--- src/rtl/core/descriptor_ring_pointer_control_top_macros.svh ---
// Assertion macros shared by the descriptor ring pointer control RTL.
`ifndef DESCRIPTOR_RING_POINTER_CONTROL_TOP_MACROS_SVH
`define DESCRIPTOR_RING_POINTER_CONTROL_TOP_MACROS_SVH
`ifndef SYNTHESIS
// Condition must hold at every clock edge out of reset.
`define DRPC_ASSERT(lbl, cond, msg) \
    lbl: assert property (@(posedge clk) disable iff (!rst_n) (cond)) else $error(msg);
// Antecedent implies consequent in the same cycle.
`define DRPC_ASSERT_IMPLY(lbl, ante, cons, msg) \
    lbl: assert property (@(posedge clk) disable iff (!rst_n) (ante) |-> (cons)) \
        else $error(msg);
// Antecedent implies consequent in the next cycle.
`define DRPC_ASSERT_NEXT(lbl, ante, cons, msg) \
    lbl: assert property (@(posedge clk) disable iff (!rst_n) (ante) |=> (cons)) \
        else $error(msg);
`else
`define DRPC_ASSERT(lbl, cond, msg)
`define DRPC_ASSERT_IMPLY(lbl, ante, cons, msg)
`define DRPC_ASSERT_NEXT(lbl, ante, cons, msg)
`endif
`endif

--- src/rtl/core/drpc_pkg.sv ---
// Types, codes and helper functions of the descriptor ring pointer control.
`timescale 1ns / 1ps

package drpc_pkg;

    localparam int IDX_W    = 16;
    localparam int CREDIT_W = 32;
    localparam int ADDR_W   = 64;
    localparam int SIZE_W   = 5;
    localparam int MAG_W    = 15;
    localparam int COMP_W   = 16;
    localparam int CFG_IDX_W = 2;

    localparam logic [COMP_W-1:0]   COMP_FLAG   = 16'h8000;
    localparam logic [2:0]          ALIGN_MASK  = 3'h7;
    localparam logic [CREDIT_W-1:0] CREDIT_MAX  = 32'hFFFF_FFFF;
    localparam logic [SIZE_W-1:0]   SIZE_RESET  = 5'd1;

    typedef enum logic [CFG_IDX_W-1:0] {
        REG_BASE = 2'd0,
        REG_SIZE = 2'd1
    } drpc_reg_t;

    typedef enum logic [1:0] {
        KIND_SET_HEAD = 2'd0,
        KIND_FETCH    = 2'd1,
        KIND_POST     = 2'd2,
        KIND_RETURN   = 2'd3
    } drpc_kind_t;

    typedef enum logic [2:0] {
        ST_OK          = 3'd0,
        ST_EMPTY       = 3'd1,
        ST_BASE_UNSET  = 3'd2,
        ST_HEAD_RANGE  = 3'd3,
        ST_HEAD_WRAP   = 3'd4,
        ST_CREDIT_OVER = 3'd5
    } drpc_status_t;

    typedef struct packed {
        logic [IDX_W-1:0]    head;
        logic [IDX_W-1:0]    tail;
        logic [CREDIT_W-1:0] credits;
    } drpc_state_t;

    typedef struct packed {
        drpc_kind_t          kind;
        logic [IDX_W-1:0]    new_head;
        logic [MAG_W-1:0]    error_magnitude;
        logic [CREDIT_W-1:0] credit_count;
    } drpc_req_t;

    typedef struct packed {
        drpc_status_t        status;
        logic [IDX_W-1:0]    desc_index;
        logic [ADDR_W-1:0]   desc_addr;
        logic [COMP_W-1:0]   completion_word;
        logic                credit_started;
        logic                credits_pending;
        logic [CREDIT_W-1:0] credits_now;
        logic [IDX_W-1:0]    head_now;
        logic [IDX_W-1:0]    tail_now;
    } drpc_result_t;

    // Index mask of a ring of 2**size_log2 entries (size_log2 is 1..16).
    function automatic logic [IDX_W-1:0] ring_mask(input logic [SIZE_W-1:0] size_log2);
        logic [IDX_W:0] full;
        full = ((IDX_W+1)'(1) << size_log2) - (IDX_W+1)'(1);
        return full[IDX_W-1:0];
    endfunction

endpackage

--- src/rtl/core/drpc_step.sv ---
// One request against the ring state: status, descriptor address and next state.
`timescale 1ns / 1ps

module drpc_step #(
    parameter int DESC_BYTES = 32
) (
    input  drpc_pkg::drpc_req_t               req,
    input  drpc_pkg::drpc_state_t             cur,
    input  logic [drpc_pkg::ADDR_W-1:0]       base,
    input  logic [drpc_pkg::SIZE_W-1:0]       size_log2,
    output drpc_pkg::drpc_state_t             nxt,
    output drpc_pkg::drpc_result_t            res
);

    localparam int DESC_W = $clog2(DESC_BYTES + 1);
    localparam int PROD_W = drpc_pkg::IDX_W + DESC_W;
    localparam logic [DESC_W-1:0] DESC_BYTES_C = DESC_W'(DESC_BYTES);

    logic [drpc_pkg::IDX_W-1:0]    mask;
    logic                          empty;
    logic                          base_unset;
    logic                          head_range_bad;
    logic                          head_wraps;
    logic [PROD_W-1:0]             offset;
    logic [drpc_pkg::ADDR_W-1:0]   addr;
    logic [drpc_pkg::CREDIT_W-1:0] credits_left;

    assign mask           = drpc_pkg::ring_mask(size_log2);
    assign empty          = (cur.head == cur.tail);
    assign base_unset     = (base == '0);
    assign head_range_bad = ((req.new_head & ~mask) != '0);
    // The head may not jump over the tail.
    assign head_wraps     = ((cur.head < cur.tail) &&
                             ((req.new_head >= cur.tail) || (req.new_head < cur.head))) ||
                            ((cur.head > cur.tail) &&
                             ((req.new_head >= cur.tail) && (req.new_head < cur.head)));
    assign offset         = PROD_W'(cur.tail) * PROD_W'(DESC_BYTES_C);
    assign addr           = base + drpc_pkg::ADDR_W'(offset);
    assign credits_left   = cur.credits - req.credit_count;

    always_comb
    begin
        nxt = cur;
        res = '0;
        res.status = drpc_pkg::ST_OK;
        unique case (req.kind) inside
            drpc_pkg::KIND_SET_HEAD:
            begin
                if (base_unset)
                    res.status = drpc_pkg::ST_BASE_UNSET;
                else if (head_range_bad)
                    res.status = drpc_pkg::ST_HEAD_RANGE;
                else if (head_wraps)
                    res.status = drpc_pkg::ST_HEAD_WRAP;
                else
                    nxt.head = req.new_head;
            end
            drpc_pkg::KIND_FETCH, drpc_pkg::KIND_POST:
            begin
                if (empty)
                    res.status = drpc_pkg::ST_EMPTY;
                else if (base_unset)
                    res.status = drpc_pkg::ST_BASE_UNSET;
                else
                begin
                    res.desc_index = cur.tail;
                    res.desc_addr  = addr;
                    if (req.kind == drpc_pkg::KIND_POST)
                    begin
                        res.completion_word = drpc_pkg::COMP_FLAG |
                                              drpc_pkg::COMP_W'(req.error_magnitude);
                        nxt.tail = (cur.tail + drpc_pkg::IDX_W'(1)) & mask;
                        res.credit_started = (cur.credits == '0);
                        // Saturate the credit count.
                        if (cur.credits != drpc_pkg::CREDIT_MAX)
                            nxt.credits = cur.credits + drpc_pkg::CREDIT_W'(1);
                    end
                end
            end
            drpc_pkg::KIND_RETURN:
            begin
                if (req.credit_count > cur.credits)
                begin
                    nxt.credits = '0;
                    res.status  = drpc_pkg::ST_CREDIT_OVER;
                end
                else
                begin
                    nxt.credits         = credits_left;
                    res.credits_pending = (credits_left != '0);
                end
            end
        endcase
        res.credits_now = nxt.credits;
        res.head_now    = nxt.head;
        res.tail_now    = nxt.tail;
    end

endmodule

--- src/rtl/core/descriptor_ring_pointer_control_top.sv ---
// Top level of the descriptor ring head, tail and credit controller.
`timescale 1ns / 1ps

// Descriptor ring pointer control. Accepts one request per clock while in_stall is
// low and returns one result per request, in order. A request is taken into an
// input register, then evaluated against the head, tail and credit registers in a
// single step and captured in the result register, which drives out_valid; with no
// stall a new request can follow every cycle. While a finished result waits under
// out_stall, one more request is taken into the input register and in_stall then
// holds until the result drains. Configuration writes (index 0 ring base, index 1
// ring size log2) are always ready and must be issued while no request is in
// flight; a misaligned base or out-of-range size write is ignored, and a valid size
// write clears head and tail. No clearing pass is needed after reset.
`include "descriptor_ring_pointer_control_top_macros.svh"

module descriptor_ring_pointer_control_top #(
    parameter int MAX_LOG2_ENTRIES = 16,
    parameter int DESC_BYTES       = 32
) (
    input  logic                               clk,
    input  logic                               rst_n,

    input  logic                               cfg_valid,
    output logic                               cfg_ready,
    input  logic [drpc_pkg::CFG_IDX_W-1:0]     cfg_index,
    input  logic [drpc_pkg::ADDR_W-1:0]        cfg_data,

    input  logic                               in_valid,
    output logic                               in_stall,
    input  logic [1:0]                         kind,
    input  logic [drpc_pkg::IDX_W-1:0]         new_head,
    input  logic [drpc_pkg::MAG_W-1:0]         error_magnitude,
    input  logic [drpc_pkg::CREDIT_W-1:0]      credit_count,

    output logic                               out_valid,
    input  logic                               out_stall,
    output logic [2:0]                         status,
    output logic [drpc_pkg::IDX_W-1:0]         desc_index,
    output logic [drpc_pkg::ADDR_W-1:0]        desc_addr,
    output logic [drpc_pkg::COMP_W-1:0]        completion_word,
    output logic                               credit_started,
    output logic                               credits_pending,
    output logic [drpc_pkg::CREDIT_W-1:0]      credits_now,
    output logic [drpc_pkg::IDX_W-1:0]         head_now,
    output logic [drpc_pkg::IDX_W-1:0]         tail_now
);

    localparam logic [drpc_pkg::SIZE_W-1:0] MAX_SIZE_C = drpc_pkg::SIZE_W'(MAX_LOG2_ENTRIES);

    logic [drpc_pkg::ADDR_W-1:0] base_reg, base_next;
    logic [drpc_pkg::SIZE_W-1:0] size_reg, size_next;
    drpc_pkg::drpc_state_t       state_reg, state_next, step_next;
    drpc_pkg::drpc_req_t         req_reg, req_next;
    logic                        req_v_reg, req_v_next;
    drpc_pkg::drpc_result_t      res_reg, res_next, step_res;
    logic                        out_v_reg, out_v_next;

    logic                        in_take;
    logic                        advance;
    logic                        fire;
    logic                        base_wr;
    logic                        size_wr;
    logic [drpc_pkg::SIZE_W-1:0] size_wdata;

    assign cfg_ready  = 1'b1;
    assign size_wdata = cfg_data[drpc_pkg::SIZE_W-1:0];
    assign base_wr    = cfg_valid && cfg_ready && (cfg_index == drpc_pkg::REG_BASE) &&
                        ((cfg_data[2:0] & drpc_pkg::ALIGN_MASK) == 3'd0);
    assign size_wr    = cfg_valid && cfg_ready && (cfg_index == drpc_pkg::REG_SIZE) &&
                        (size_wdata >= drpc_pkg::SIZE_W'(1)) && (size_wdata <= MAX_SIZE_C);

    // Result register moves when empty or drained.
    assign advance  = !out_v_reg || !out_stall;
    assign fire     = req_v_reg && advance;
    assign in_stall = req_v_reg && !advance;
    assign in_take  = in_valid && !in_stall;

    drpc_step #(
        .DESC_BYTES (DESC_BYTES)
    ) u_step (
        .req       (req_reg),
        .cur       (state_reg),
        .base      (base_reg),
        .size_log2 (size_reg),
        .nxt       (step_next),
        .res       (step_res)
    );

    always_comb
    begin
        base_next  = base_wr ? cfg_data : base_reg;
        size_next  = size_wr ? size_wdata : size_reg;
        state_next = fire ? step_next : state_reg;
        if (size_wr)
        begin
            state_next.head = '0;
            state_next.tail = '0;
        end

        req_next.kind            = drpc_pkg::drpc_kind_t'(kind);
        req_next.new_head        = new_head;
        req_next.error_magnitude = error_magnitude;
        req_next.credit_count    = credit_count;
        req_v_next = in_take || (req_v_reg && !advance);

        res_next   = step_res;
        out_v_next = fire || (out_v_reg && out_stall);
    end

    always_ff @(posedge clk or negedge rst_n)
    begin
        if (!rst_n)
        begin
            base_reg  <= '0;
            size_reg  <= drpc_pkg::SIZE_RESET;
            state_reg <= '0;
            req_v_reg <= 1'b0;
            out_v_reg <= 1'b0;
        end
        else
        begin
            base_reg  <= base_next;
            size_reg  <= size_next;
            state_reg <= state_next;
            req_v_reg <= req_v_next;
            out_v_reg <= out_v_next;
        end
    end

    // Payload: hold unless a new request or result is loaded.
    always_ff @(posedge clk)
    begin
        if (in_take)
            req_reg <= req_next;
        if (fire)
            res_reg <= res_next;
    end

    assign out_valid       = out_v_reg;
    assign status          = res_reg.status;
    assign desc_index      = res_reg.desc_index;
    assign desc_addr       = res_reg.desc_addr;
    assign completion_word = res_reg.completion_word;
    assign credit_started  = res_reg.credit_started;
    assign credits_pending = res_reg.credits_pending;
    assign credits_now     = res_reg.credits_now;
    assign head_now        = res_reg.head_now;
    assign tail_now        = res_reg.tail_now;

    `DRPC_ASSERT(a_ptr_in_ring,
        (((state_reg.head | state_reg.tail) & ~drpc_pkg::ring_mask(size_reg)) == '0),
        "head or tail outside ring")
    `DRPC_ASSERT_NEXT(a_size_clears, size_wr,
        ((state_reg.head == '0) && (state_reg.tail == '0)),
        "size write did not clear pointers")
    `DRPC_ASSERT_IMPLY(a_started_one, (out_v_reg && res_reg.credit_started),
        (res_reg.credits_now == drpc_pkg::CREDIT_W'(1)),
        "first credit not counted as one")
    `DRPC_ASSERT_IMPLY(a_over_clears,
        (out_v_reg && (res_reg.status == drpc_pkg::ST_CREDIT_OVER)),
        ((res_reg.credits_now == '0) && !res_reg.credits_pending),
        "credit over-return not cleared")
    `DRPC_ASSERT_IMPLY(a_comp_ok, (out_v_reg && (res_reg.completion_word != '0)),
        (res_reg.completion_word[15] && (res_reg.status == drpc_pkg::ST_OK)),
        "completion word without successful post")

endmodule

--- config.mk ---
export PLATFORM = sky130hd
export DESIGN_NAME = descriptor_ring_pointer_control_top
export DESIGN_NICKNAME = d
export VERILOG_FILES = /design/src/rtl/core/drpc_pkg.sv /design/src/rtl/core/drpc_step.sv /design/src/rtl/core/descriptor_ring_pointer_control_top.sv
export VERILOG_INCLUDE_DIRS = /design/src /design/src/rtl/core
export SDC_FILE = /design/constraint.sdc
export NUM_CORES = 1
export LEC_CHECK = 0
export BUFFER_PORTS_ARGS = -buffer_cell sky130_fd_sc_hd__buf_2
export CAP_MARGIN = 30
export CORE_MARGIN = 1
export CORE_UTILIZATION = 45
export DETAILED_ROUTE_END_ITERATION = 16
export PLACE_DENSITY_LB_ADDON = 0.1
export SETUP_SLACK_MARGIN = 0.02
export SYNTH_ARGS = -nofsm -noshare
export SYNTH_HDL_FRONTEND = slang
export SYNTH_SLANG_ARGS = --single-unit
export TNS_END_PERCENT = 50
--- constraint.sdc ---
create_clock -name clk -period 16.45 [get_ports clk]
set_input_delay 1.645 -clock clk [delete_from_list [all_inputs] [get_ports clk]]
set_output_delay 1.645 -clock clk [all_outputs]
set_load 0.05 [all_outputs]
# == Word-level counts from Yosys, hierarchy flattened ==
# Cells that the tools add are included.
# word_totals
regBits,365
elab_cells,100
# op_classes
add_sub_neg,5
order_cmp,7
n_eq_ne,6
shift,1
n_mux,21
bitwise,6
n_reduce_logical,33
# ops
operator,count
48-bit 2-to-1 mux,3
32-bit 2-to-1 mux,3
16-bit 2-to-1 mux,5
64-bit by 21-bit adder with 64-bit output,1
64-bit logical NOT,1
64-bit 2-to-1 mux,1
32-bit one-hot mux with 2 select lines,1
"32-bit by 1-bit adder with 32-bit output, second input constant",1
16-bit AND,2
32-bit greater-than comparator,1
32-bit logical NOT,1
16-bit less-than comparator,2
"32-bit inequality test, second input constant",1
32-bit nonzero test,1
32-bit subtractor,1
17-bit 2-to-1 mux,1
"16-bit by 1-bit adder with 16-bit output, second input constant",1
16-bit == test,1
16-bit >= comparator,1
16-bit greater-than comparator,1
16-bit NOT,1
16-bit nonzero test,1
"1-bit by 5-bit left shift with 16-bit output, first input constant",1
"16-bit by 2-bit subtractor with 16-bit output, second input constant",1
other kinds (17),45

# == Logic depth before layout (Yosys ltp) ==
# logic_depth
ltp_word,10
depth_mapped,17
depth_no_buf,13

# == Modules after synthesis ==
# From an unflattened synthesis, not the netlist that was laid out.
# unflattened
cells_unflattened,1974
hier_area_um2,20703.6
# modules_own_cells
module,n_inst,cells_each,area_per_inst_um2
descriptor_ring_pointer_control_top,1,677,12258.0
drpc_step,1,1297,8445.6

# == Worst setup path after synthesis ==
# OpenSTA, ideal clock, no wires.
# synth_path
kind,input port to flip-flop
from,input port out_stall
to,register state_reg[16] in the netlist's numbering
setup_time_ps,362
t_arrival_ps,7174
t_required_ps,16088
setup_slack_ps,8914
path_stages,6
cell_sequence,nand2_1 > nand2_1 > inv_1 > clkbuf_1 > clkbuf_1 > a31oi_1
# synth_via
elab_chain_len,3
# synth_lines
element,line_no,text
"start, declared",descriptor_ring_pointer_control_top.sv:36,"input logic out_stall,"
1-bit logical NOT,descriptor_ring_pointer_control_top.sv:73,assign advance = !out_v_reg || !out_stall;
1-bit logical OR,descriptor_ring_pointer_control_top.sv:73,
1-bit logical AND,descriptor_ring_pointer_control_top.sv:74,assign fire = req_v_reg && advance;
net fire,descriptor_ring_pointer_control_top.sv:60,logic fire;
"end signal, assigned",descriptor_ring_pointer_control_top.sv:124,state_reg <= state_next;
"end, declared",descriptor_ring_pointer_control_top.sv:52,"drpc_pkg::drpc_state_t state_reg, state_next, step_next;"
# The timed path passes the listed nets, and every way through them passes these cells.
# A chain may end at the register's enable or synchronous reset.

==> reports/results.tsv <==
metric	value	unit
outcome	complete, no violations	
ir_worst_vdd	0.09499	mV
utilization	53.68	%
syn_area	20260	um^2
tritoncts	yes	
register_area	10290	um^2
synth_nets	2195	
required	16.75	ns
p_leak	0.009973	uW
numCtsBuffers	43	
synth-main-ff-cell	edfxtp_1	
total_power	3364	uW
cp_cell_sequence	or2_2, nor4_1, inv_1, ha_1, or3_1, o21ai_0, a22oi_1, a22oi_1, o211ai_1, nor4_2, o211a_1, buf_4, o21ai_0	
synth_simple_gate_area_share	16.99	%
synth_mux_area_share	4.946	%
nets	2470	
rsz0062_at_grt	no	
seq_power_share	39.1	%
holdPathEnd	base_reg[0]	
finalWorstSetupSlack	11.82	ns
finalWirelength	59.14	mm
finalHoldViolations	0	
slew_headroom	37.53	%
wl_met2	27.85	mm
cts.reportedPaths.clkPinSlew	0.06	ns
cts_root_buf	clkbuf_16	
critical_path.max_fanout	48	
cp_slowest_cell	nor4_2	
cts.htree.levels	2	
fmax	216.1	MHz
multi_input_area	9243	um^2
tns	0	ns
start_util	45.72	%
min_path_type	reg -> reg	
maxCapViolCount	0	
grt_pass1_wl	91.86	mm
ant_nets	0	
fin_crit	4.627	ns
cts_sinks	365	
min-delay-start	base_reg[0]	
synth_top_family_by_area	simple AND/OR/NAND/NOR gates	
yosysWarnings	0	
wl_per_cell	20.70	um
cp_slowest_stage_delay	0.55	ns
vias	16290	
insertion_delay	0.59	ns
cts-resized-gates	0	
dr_wl_met3	3.076	mm
end_kind	register	
p_switching	1292	uW
die_area	45880	um^2
cts_buffer_depth	3	
grt_pass1_vias	15860	
drc	0	
io_pins	304	
cts_setup_buffers	0	
r2r-end	head_now[7]	
core.rowCount	77	
startpoint_type	register	
synth-xor-area-share	3.112	%
crit_buf_inv	2	
p_int	2072	uW
finalSetupViolCount	0	
post-route-period-util	28.13	%
worstMarginPinSlew	0.9370	ns
final_layout_size_suffix_gt1_share	22.14	%
dp_slack	11.55	ns
synth_compound_area_share	13.84	%
overflow	0	
m1WireLength	26.60	mm
ys_seq_elements	365	
p_clk_share	28.2	%
die_w	214.2	um
final_common_cell	buf_2	
reg2reg_depth	13	
port-buffer-count	302	
critical_path_class	reg -> reg	
vias_per_cell	5.702	
ys_types	82	
timing.rr.start	size_reg[1]	
most-common-layout-cells	buf_2, edfxtp_1, nand2_1	
hold_slack	0.5050	ns
p_per_area	141.4	nW/um^2
ys_async_sr_fraction	36.99	%
grt_start_max_net_pins	94	
swShare	38.39	%
yosys.area_share.adder	6.620	%
finalClockSkew	0.01792	ns
holdPathStages	1	
path_delay_family	simple AND/OR/NAND/NOR gates	
track_usage	25.64	%
ys_seq_area_share	50.77	%
core	44320	um^2
die_y	214.2	um
routabilityCongestion	0.8746	
highest_layer	met4	
largest_reg_flops	65	
slew_violations	0	
worstPathArrival	4.93	ns
dpl.hpwl	42.66	mm
antenna_found_initial	3	
drt_iter0_drc	1262	
p_comb_share	32.7	%
regToRegSetupSlack	11.82	ns
syn_to_final_growth	17.41	%
synth_cells	1953	
synth_edf_count	230	
avgSynthCellArea	10.37	um^2
hold_buffers	0	
fillers	4009	
first_pass_iters	5	
## how the worst max path moves through the flow
| stage | end | slack [ns] | cells after the start | from |
|---|---|---|---|---|
| final | head_now[7] | 11.82 | 13 | size_reg[1] |
| after global routing | state_reg[60] | 11.46 | 14 | size_reg[1] |
| after CTS | head_now[11] | 11.88 | 13 | size_reg[1] |
| after detailed placement | state_reg[21] | 11.55 | 8 | out_stall |
| after global placement | state_reg[21] | 11.63 | 8 | out_stall |
| after floorplan | state_reg[16] | 8.91 | 6 | out_stall |
## metrics by stage
step                      instance area, um^2  std cells
after floorplan                         20260       1953
after global placement                  22300       2770
after detailed placement                22340       2773
after CTS                               23740       2853
after global routing                    23790       2856
final                                   23790       2857
## per-layer routing
metal  up-vias  track usage, %
met5         -               0
met4         0           8.238
met3       100           3.418
met2       525           41.85
met1      7889           35.36
li1       7778               -
## logic make-up after synthesis
kind of cell | count (synthesis)
and+or+nand+nor | 681
AOI/OAI and AO/OA | 445
DFF | 365
buffers and inverters | 194
adders and majority gates | 106
muxes | 89
xor gates and xnor gates | 72
other | 1
## cells in the mapped netlist (9+ instances only)
cell type | instances | area share, %
nand2_1 | 173 | 3.2
edfxtp_1 | 230 | 34
o21bai_1 | 9 | 0.33
o21ai_0 | 129 | 3.2
nor2b_1 | 13 | 0.40
and2_1 | 24 | 0.74
dfrtp_1 | 134 | 17
inv_1 | 98 | 1.8
nand3_1 | 63 | 1.6
nor3_1 | 56 | 1.4
a31oi_1 | 10 | 0.31
a22oi_1 | 10 | 0.37
xor2_1 | 35 | 1.5
nand2b_1 | 16 | 0.49
or3_1 | 23 | 0.71
o21a_1 | 13 | 0.48
a21o_1 | 35 | 1.3
clkbuf_1 | 84 | 1.6
a211oi_1 | 14 | 0.52
o211ai_1 | 28 | 1.0
and3_1 | 39 | 1.2
nor4_1 | 46 | 1.4
a21oi_1 | 114 | 2.8
and4_1 | 9 | 0.39
nand4_1 | 25 | 0.77
ha_1 | 104 | 6.4
xnor2_1 | 37 | 1.6
mux2_2 | 81 | 4.5
nor2_1 | 147 | 2.7
## power by group through the flow
| stage | clock network, uW | registers (uW) | logic, uW |
|---|---|---|---|
| 4_1_cts | 974 | 1310 | 1100 |
| 2_1_floorplan | 0 | 1440 | 670 |
| 3_5_place_dp | 0 | 1330 | 1090 |
| 5_1_grt | 1010 | 1330 | 1210 |
| 6_report | 949 | 1310 | 1100 |
| 3_3_place_gp | 0 | 1330 | 1080 |
## final cells by class
| class | instances | area share [%] |
|---|---|---|
| Multi-Input combinational cell | 1394 | 38.85 |
| Clock buffer | 61 | 5.060 |
| Tap cell | 592 | 3.114 |
| Clock inverter | 19 | 0.8415 |
| Antenna cell | 2 | 0.02104 |
| Timing Repair Buffer | 325 | 7.279 |
| Inverter | 99 | 1.594 |
| Sequential cell | 365 | 43.24 |
Note: power is estimated with default switching activity, not from simulation.
